===== config.mk =====
export PLATFORM = sky130hd
export DESIGN_NAME = tri_div
export DESIGN_NICKNAME = d
export VERILOG_FILES = /design/src/sv/tri_pkg.sv /design/src/sv/tri_div.sv
export SDC_FILE = /design/constraint.sdc
export NUM_CORES = 2
export LEC_CHECK = 0
export BUFFER_PORTS_ARGS = -buffer_cell sky130_fd_sc_hd__buf_2
export CAP_MARGIN = 20
export CORE_UTILIZATION = 34
export CTS_CLUSTER_SIZE = 16
export DETAILED_ROUTE_END_ITERATION = 8
export GPL_ROUTABILITY_DRIVEN = 0
export SYNTH_ARGS = -nofsm -noshare
export SYNTH_HDL_FRONTEND = slang
export SYNTH_SLANG_ARGS = --single-unit

===== constraint.sdc =====
create_clock -name clk -period 3.9 [get_ports clk]
set_input_delay 0.78 -clock clk [delete_from_list [all_inputs] [get_ports clk]]
set_output_delay 0.78 -clock clk [all_outputs]
set_load 0.01 [all_outputs]

===== src/sv/tri_pkg.sv =====
// ----------------------------------------------------------------------------
// tri_pkg: shared types and constants of the trilateration pipeline
// Holds the field widths, the register map and the structs that travel
// between the geometry front end, the numerator stages and the dividers.
// ----------------------------------------------------------------------------
package tri_pkg;

    localparam int POS_W   = 18;
    localparam int HOPS_W  = 6;
    localparam int HOPD_W  = 13;
    localparam int DIFF_W  = 19;
    localparam int RNG_W   = 19;
    localparam int CF_W    = 41;
    localparam int DET_W   = 39;
    localparam int NUM_W   = 61;
    localparam int DEN_W   = 40;
    localparam int QUO_W   = 18;
    localparam int LO_W    = 24;

    localparam logic [HOPD_W-1:0] HOPD_RESET = 13'd3621;
    localparam logic [0:0]        REG_HOPD   = 1'b0;

    // Differences of the beacon coordinates against beacon 0.
    typedef struct packed {
        logic signed [DIFF_W-1:0] a;
        logic signed [DIFF_W-1:0] b;
        logic signed [DIFF_W-1:0] d;
        logic signed [DIFF_W-1:0] e;
    } geo_t;

    // Right-hand sides and determinant of the linear system.
    typedef struct packed {
        logic signed [CF_W-1:0]  c;
        logic signed [CF_W-1:0]  f;
        logic signed [DET_W-1:0] m;
        geo_t                    g;
    } front_t;

    // Unsigned division job for one axis.
    typedef struct packed {
        logic [NUM_W-1:0] num;
        logic [DEN_W-1:0] den;
        logic             neg;
        logic             deg;
    } div_in_t;

    // Quotient magnitude with its overflow mark.
    typedef struct packed {
        logic [QUO_W-1:0] q;
        logic             ovf;
        logic             neg;
        logic             deg;
    } div_out_t;

endpackage


===== src/sv/tri_div.sv =====
// ----------------------------------------------------------------------------
// tri_div: pipelined restoring divider
// One stage checks for a quotient beyond the position range, then one
// stage per quotient bit subtracts the shifted divisor where it fits.
// ----------------------------------------------------------------------------
module tri_div (
    input  logic              clk,
    input  logic              rst_n,
    input  logic              en,
    input  logic              in_valid,
    input  tri_pkg::div_in_t  in_data,
    output logic              out_valid,
    output tri_pkg::div_out_t out_data
);
    import tri_pkg::*;

    localparam int STAGES = QUO_W + 1;

    logic [STAGES-1:0] valid_reg;
    logic [NUM_W-1:0]  rem_reg [STAGES];
    logic [DEN_W-1:0]  den_reg [STAGES];
    logic [QUO_W-1:0]  q_reg   [STAGES];
    logic              ovf_reg [STAGES];
    logic              neg_reg [STAGES];
    logic              deg_reg [STAGES];

    always_ff @(posedge clk or negedge rst_n)
    begin
        if (!rst_n)
        begin
            valid_reg <= '0;
        end
        else if (en)
        begin
            valid_reg <= {valid_reg[STAGES-2:0], in_valid};
        end
    end

    always_ff @(posedge clk)
    begin
        if (en)
        begin
            // Overflow check: quotient of 2^18 or more saturates anyway.
            rem_reg[0] <= in_data.num;
            den_reg[0] <= in_data.den;
            q_reg[0]   <= '0;
            ovf_reg[0] <= (in_data.num >= ({(NUM_W-DEN_W)'(0), in_data.den} << QUO_W));
            neg_reg[0] <= in_data.neg;
            deg_reg[0] <= in_data.deg;
            // One quotient bit per stage, most significant first.
            for (int k = 1; k < STAGES; k++)
            begin
                logic [NUM_W-1:0] sh;
                logic [NUM_W:0]   trial;
                logic [QUO_W-1:0] qn;
                sh    = {(NUM_W-DEN_W)'(0), den_reg[k-1]} << (QUO_W - k);
                trial = {1'b0, rem_reg[k-1]} - {1'b0, sh};
                qn    = q_reg[k-1];
                qn[QUO_W-k] = ~trial[NUM_W];
                rem_reg[k] <= trial[NUM_W] ? rem_reg[k-1] : trial[NUM_W-1:0];
                q_reg[k]   <= qn;
                den_reg[k] <= den_reg[k-1];
                ovf_reg[k] <= ovf_reg[k-1];
                neg_reg[k] <= neg_reg[k-1];
                deg_reg[k] <= deg_reg[k-1];
            end
        end
    end

    assign out_valid    = valid_reg[STAGES-1];
    assign out_data.q   = q_reg[STAGES-1];
    assign out_data.ovf = ovf_reg[STAGES-1];
    assign out_data.neg = neg_reg[STAGES-1];
    assign out_data.deg = deg_reg[STAGES-1];

endmodule


[Word-level counts from Yosys, hierarchy flattened]
Memories as Yosys holds them, arrays and structs flattened.
Cells that the tools add are included.
Word-level totals
  memories: 6
  memory bits (writable): 2318
  bits of input ports: 107
  register bits: 19
Memories
  rem_reg: words 19, bits a word 61, rd ports 18, clocked after Yosys merged registers in 0, write ports 19, RTL line tri_div.sv:20  | logic [NUM_W-1:0] rem_reg [STAGES];
  den_reg: words 19, bits a word 40, rd ports 18, clocked after Yosys merged registers in 0, write ports 19, RTL line tri_div.sv:21  | logic [DEN_W-1:0] den_reg [STAGES];
  q_reg: words 19, bits a word 18, rd ports 19, clocked after Yosys merged registers in 0, write ports 19, RTL line tri_div.sv:22  | logic [QUO_W-1:0] q_reg [STAGES];
  deg_reg: words 19, bits a word 1, rd ports 19, clocked after Yosys merged registers in 0, write ports 19, RTL line tri_div.sv:25  | logic deg_reg [STAGES];
  neg_reg: words 19, bits a word 1, rd ports 19, clocked after Yosys merged registers in 0, write ports 19, RTL line tri_div.sv:24  | logic neg_reg [STAGES];
  ovf_reg: words 19, bits a word 1, rd ports 19, clocked after Yosys merged registers in 0, write ports 19, RTL line tri_div.sv:23  | logic ovf_reg [STAGES];
Cells by class
  bitwise logic cells: 18
  magnitude comparators: 1
  multiplexer cells: 20
  $add $sub $neg: 18
Operators with widths (number)
  $mux 61: 18
  $sub 61x40->62: 1
  $sub 61x41->62: 1
  $sub 61x42->62: 1
  $sub 61x43->62: 1
  $sub 61x44->62: 1
  $sub 61x45->62: 1
  $sub 61x46->62: 1
  $sub 61x47->62: 1
  $sub 61x48->62: 1
  $sub 61x49->62: 1
  $sub 61x50->62: 1
  $sub 61x51->62: 1
  $sub 61x52->62: 1
  $sub 61x53->62: 1
  $sub 61x54->62: 1
  $sub 61x55->62: 1
  $sub 61x56->62: 1
  $sub 61x57->62: 1
  $ge 61x58->1: 1
  $not 1->1: 18
  $mux 1: 2

[Depth between registers and ports, before layout]
  depth after elaboration: 2
  gate-level depth with buffers: 18
  mapped depth without buffers: 16

[Worst setup path after synthesis]
No wires, ideal clock.
  kind: flip-flop to flip-flop
  start point: mem rem_reg[2][15]
  end point: mem rem_reg[3][16], data pin
  cell stages (with the launch flop): 16
  setup time: 260 ps
  data required time: 3640 ps
  path buffers: 1
  path slack: 197 ps
  arrival time: 3444 ps
  cells stage by stage: edfxtp_1 -> inv_1 -> ha_1 -> inv_1 -> fa_1 -> a21oi_1 -> o21bai_1 -> o211a_1 -> o211ai_2 -> o31ai_1 -> a21oi_1 -> nand3b_1 -> o21ai_1 -> a2111oi_4 -> buf_2 -> mux2_2
RTL lines (RTL line)
  from (decl): tri_div.sv:20

==> out/qor.log <==
qor: clock_network.clock_latency 0.94 ns
qor: clock_network.htreeDepth 4
qor: synth.ys_types 105
qor: outcome.violations negative setup slack
qor: synth.predominant_post_synthesis_flop_cell sky130_fd_sc_hd__edfxtp_1
qor: critical_path.ff2ff_setup_slack -0.08 ns
qor: timing.remaining_max_slew_budget_at_the_tightest_pin 29.58%
qor: floorplan.floorplan.die.width 583.8 um
qor: synth.async_reset_ff_share 0.9201%
qor: final_layout.fraction_of_final_layout_cells_sized_beyond_drive_strength_1 12.63%
qor: floorplan.ios 129
qor: routing.drtIter0Drc 4,198
qor: synth.synth_fp_nets 11,310
qor: routing.drt.antenna.violating_nets 0
qor: critical_path.type_of_the_worst_setup_path reg -> reg
qor: synth.synthesis.area_per_instance 11.03 um2
qor: clock_network.cts_root_buf sky130_fd_sc_hd__clkbuf_16
qor: synth.ys_seq_area_share 53.80%
qor: place.place.port_buffers 128
qor: critical_path.critical-path-slowest-cell sky130_fd_sc_hd__or4_4
qor: clock_network.clkSinkCount 2,065
qor: clock_network.cts_made_buffers 231
qor: critical_path.setup.worst_path.start_class register
qor: critical_path.depth_of_the_worst_register_to_register_path 17
qor: timing.slew_viol_final 0
qor: final_layout.flip_flop_count_of_the_largest_register_all_copies_and_words_added 1,098
qor: synth.ys_warn_count 0
qor: critical_path.cp.buffers_inverters 4
qor: timing.max_clock_freq 0.2512 GHz
qor: critical_path.slowest_delay 0.63 ns
qor: synth.synth_seq_cells 2,065
qor: routing.detail_route.wl_per_cell 15.34 um
qor: clock_network.cts_tree yes
qor: timing.setup_viol 19
qor: place.dp_hpwl 180,300 um
qor: outcome.run_status finished with violations
qor: grt.number_of_antenna_violations_at_the_first_check_in_global_routing 6
qor: grt.grt_first_pass_wirelength 386,900 um
qor: timing.rsz0062_at_grt yes
qor: power_and_ir_drop.max-vdd-ir-drop 0.0004383 V
qor: clock_network.clockBufferDepth 4
qor: synth.synth_edf_count 2,046
qor: floorplan.std_cell_rows 213
qor: power_and_ir_drop.power_density 727.8 nW/um2
qor: timing.fin_crit_sh 102.1%
qor: timing.final_period_minus_worst_setup_slack 3.980 ns
qor: job.drv_cap 0
qor: critical_path.capture_point_of_the_worst_path rem_reg[7][55]$_DFFE_PP_
qor: clock_network.clk_transition_reported_paths 0.06 ns
qor: routing.detail_route.wirelength 241,900 um
qor: grt.largest_net_degree_at_the_start_of_global_routing 135
qor: routing.drt-vias-per-instance 4.923
qor: floorplan.die-height 583.8 um
qor: routing.remaining_design_rule_violation_count 0
qor: critical_path.r2r-end rem_reg[7][55]$_DFFE_PP_
qor: critical_path.cp-end-kind register
qor: hold_path.min_path_type in -> reg
qor: critical_path.worstSetupStartpoint rem_reg[6][11]$_DFFE_PP_
qor: timing.postLayoutSetupSlackWorst -0.08026 ns
qor: final_layout.finish.net_count 11,910
qor: timing.fin_hold_ws 0.09622 ns
qor: floorplan.initial_utilization 34.19%
qor: synth.postSynthCellCount 10,430
qor: grt.via_count_of_the_first_global_routing_pass 77,950
qor: timing.final.setup_skew 0.1008 ns
qor: critical_path.crit_required 4.49 ns
qor: critical_path.critical_path.reg2reg.startpoint rem_reg[6][11]$_DFFE_PP_
qor: timing.finalHoldViolCount 0
qor: final_layout.area.growth.synth_to_final 16.19%
qor: routing.drt_pre_antenna_iters 6
qor: critical_path.worstPathCellList inv_1 > ha_2 > inv_2 > fa_2 > a211oi_2 > nor2_2 > o41ai_4 > nand2_1 > a21o_1 > a221oi_2 > buf_4 > o31ai_4 > or4_4 > buf_6 > nand3b_1 > nor2_1 > xor2_1
qor: critical_path.cp_data_arrival_time 4.57 ns
qor: power_and_ir_drop.leakagePower 53.24 nW
qor: grt.gr-usage-all-layers 13.68%
qor: critical_path.worst-path-stages 17
qor: timing.tightest_slew 1.047 ns
qor: final_layout.final_core_density 39.73%
qor: synth.synthesized_cell_area 115,100 um2
qor: critical_path.critical_path.max_fanout 7
qor: floorplan.die_area 340,800 um2
qor: grt.gr-total-overflow 0
qor: critical_path.path_delay_family compound AO/OA/AOI/OAI gates
qor: routing.detailroute.via_count 77,610
qor: floorplan.fp.coreArea 336,600 um2
## cell families after synthesis
logic type | share of synthesized area (%)
AO/OA/AOI/OAI | 15.31
XOR/XNOR | 6.080
adder cells (fa/ha/maj) | 8.547
buffers and inverters | 4.231
flip-flops | 53.80
multiplexers | 1.357
AND/OR/NAND/NOR | 10.67
## worst min path at each step
stage | from | to | slack (ns) | cells after the start
after floorplan | deg_reg[9]$_DFFE_PP_ | deg_reg[10]$_DFFE_PP_ | 0.40 | 0
after global placement | neg_reg[10]$_DFFE_PP_ | neg_reg[11]$_DFFE_PP_ | 0.40 | 0
after detailed placement | ovf_reg[4]$_DFFE_PP_ | ovf_reg[5]$_DFFE_PP_ | 0.40 | 0
after CTS | in_data[79] | rem_reg[0][37]$_DFFE_PP_ | 0.002 | 1
after global routing | in_data[46] | rem_reg[0][4]$_DFFE_PP_ | 0.04 | 1
final | in_data[79] | rem_reg[0][37]$_DFFE_PP_ | 0.1 | 1
## synthesized netlist by cell type, types with 22 or more instances
master,n,share of area [%]
sky130_fd_sc_hd__or3_1,71,0.39
sky130_fd_sc_hd__o211ai_1,43,0.28
sky130_fd_sc_hd__a21o_1,458,3.0
sky130_fd_sc_hd__nand4_1,153,0.83
sky130_fd_sc_hd__nand2b_1,125,0.68
sky130_fd_sc_hd__o21a_1,91,0.59
sky130_fd_sc_hd__and2_1,43,0.23
sky130_fd_sc_hd__edfxtp_1,2046,53
sky130_fd_sc_hd__a211o_1,27,0.21
sky130_fd_sc_hd__nor4_1,72,0.39
sky130_fd_sc_hd__and3_1,62,0.34
sky130_fd_sc_hd__buf_2,43,0.19
sky130_fd_sc_hd__xnor2_1,442,3.4
sky130_fd_sc_hd__mux2_2,120,1.2
sky130_fd_sc_hd__o31ai_1,67,0.44
sky130_fd_sc_hd__a2111oi_0,22,0.17
sky130_fd_sc_hd__a21oi_1,1018,4.4
sky130_fd_sc_hd__or2_2,23,0.13
sky130_fd_sc_hd__nor3_1,150,0.65
sky130_fd_sc_hd__ha_1,759,8.3
sky130_fd_sc_hd__nand3_1,163,0.71
sky130_fd_sc_hd__nor3b_1,23,0.15
sky130_fd_sc_hd__nor2_1,711,2.3
sky130_fd_sc_hd__inv_1,906,3.0
sky130_fd_sc_hd__o21ai_0,622,2.7
sky130_fd_sc_hd__a31oi_1,76,0.41
sky130_fd_sc_hd__nand2_1,751,2.4
sky130_fd_sc_hd__a211oi_1,63,0.41
sky130_fd_sc_hd__o21bai_1,103,0.67
sky130_fd_sc_hd__nor2b_1,119,0.65
sky130_fd_sc_hd__xor2_1,357,2.7
sky130_fd_sc_hd__clkbuf_1,259,0.84
## routing by layer
layer  track usage [%]  share of wire (%)
met1             16.01                 42
met2             24.65                 49
met3             1.685                3.3
met4             6.607                5.1
met5                 0                  0
## timing repair
action | CTS | global route
gates resized for setup | 25 | 225
endpoints found under the hold margin | 42 | 0
hold buffers | 24 | 0
setup buffers | 4 | 28
cloned | 1 | 8
endpoints found under the setup margin | 99 | 370
pin swaps | 7 | 60
## worst reg2reg max path, stage by stage (launching register included)
cell and delay (ns):
sky130_fd_sc_hd__edfxtp_1 0.38, sky130_fd_sc_hd__inv_1 0.07, sky130_fd_sc_hd__ha_2 0.18, sky130_fd_sc_hd__inv_2 0.04
sky130_fd_sc_hd__fa_2 0.39, sky130_fd_sc_hd__a211oi_2 0.24, sky130_fd_sc_hd__nor2_2 0.08, sky130_fd_sc_hd__o41ai_4 0.25
sky130_fd_sc_hd__nand2_1 0.11, sky130_fd_sc_hd__a21o_1 0.25, sky130_fd_sc_hd__a221oi_2 0.25, sky130_fd_sc_hd__buf_4 0.19
sky130_fd_sc_hd__o31ai_4 0.07, sky130_fd_sc_hd__or4_4 0.63, sky130_fd_sc_hd__buf_6 0.18, sky130_fd_sc_hd__nand3b_1 0.15
sky130_fd_sc_hd__nor2_1 0.07, sky130_fd_sc_hd__xor2_1 0.14
## per-stage QoR
step / instances / TNS (ns) / total power, W / setup slack (ns) / cell area [um2]
3_3_place_gp: 15250 / -5.568 / 0.07436 / -0.2626 / 124300
5_1_grt: 15760 / -4.244 / 0.1039 / -0.1586 / 133700
6_report: 15760 / -0.4946 / 0.09732 / -0.08026 / 133700
4_1_cts: 15700 / 0 / 0.09706 / 0.00001021 / 132300
3_5_place_dp: 15250 / -8.315 / 0.07465 / -0.2117 / 124300
2_1_floorplan: 10430 / 0 / 0.06314 / 0.1966 / 115100
## cell usage in the layout, fill, tap and decap left out, drive strengths merged, types with 71 or more instances in the layout
cell type,instances
nand2,751
mux2,130
o21a,91
a21oi,1022
inv,919
nand4,153
nor2b,119
nor2,712
o21bai,103
o21ai,640
ha,759
buf,679
edfxtp,2046
a31oi,80
clkbuf,275
clkinv,101
xor2,357
nand2b,125
nand3,163
or3,71
nor3,150
nor4,75
xnor2,442
a21o,458
## area by class of cell
type | count | area [um2]
tap | 4515 | 5649
antenna | 27 | 67.56
clock buffer | 269 | 5966
fill | 32310 | 202900
timing repair buffer | 709 | 5732
inverter | 908 | 3408
sequential | 2065 | 61910
clock inverter | 155 | 1619
multi-input combinational | 7116 | 49360
## report_power, final
group / switching [W] / total, W / internal [W]
combinational: 0.0224 / 0.0408 / 0.0185
sequential: 0.00316 / 0.0348 / 0.0316
clock: 0.00891 / 0.0217 / 0.0128
Power figures use the tool's default switching activity.
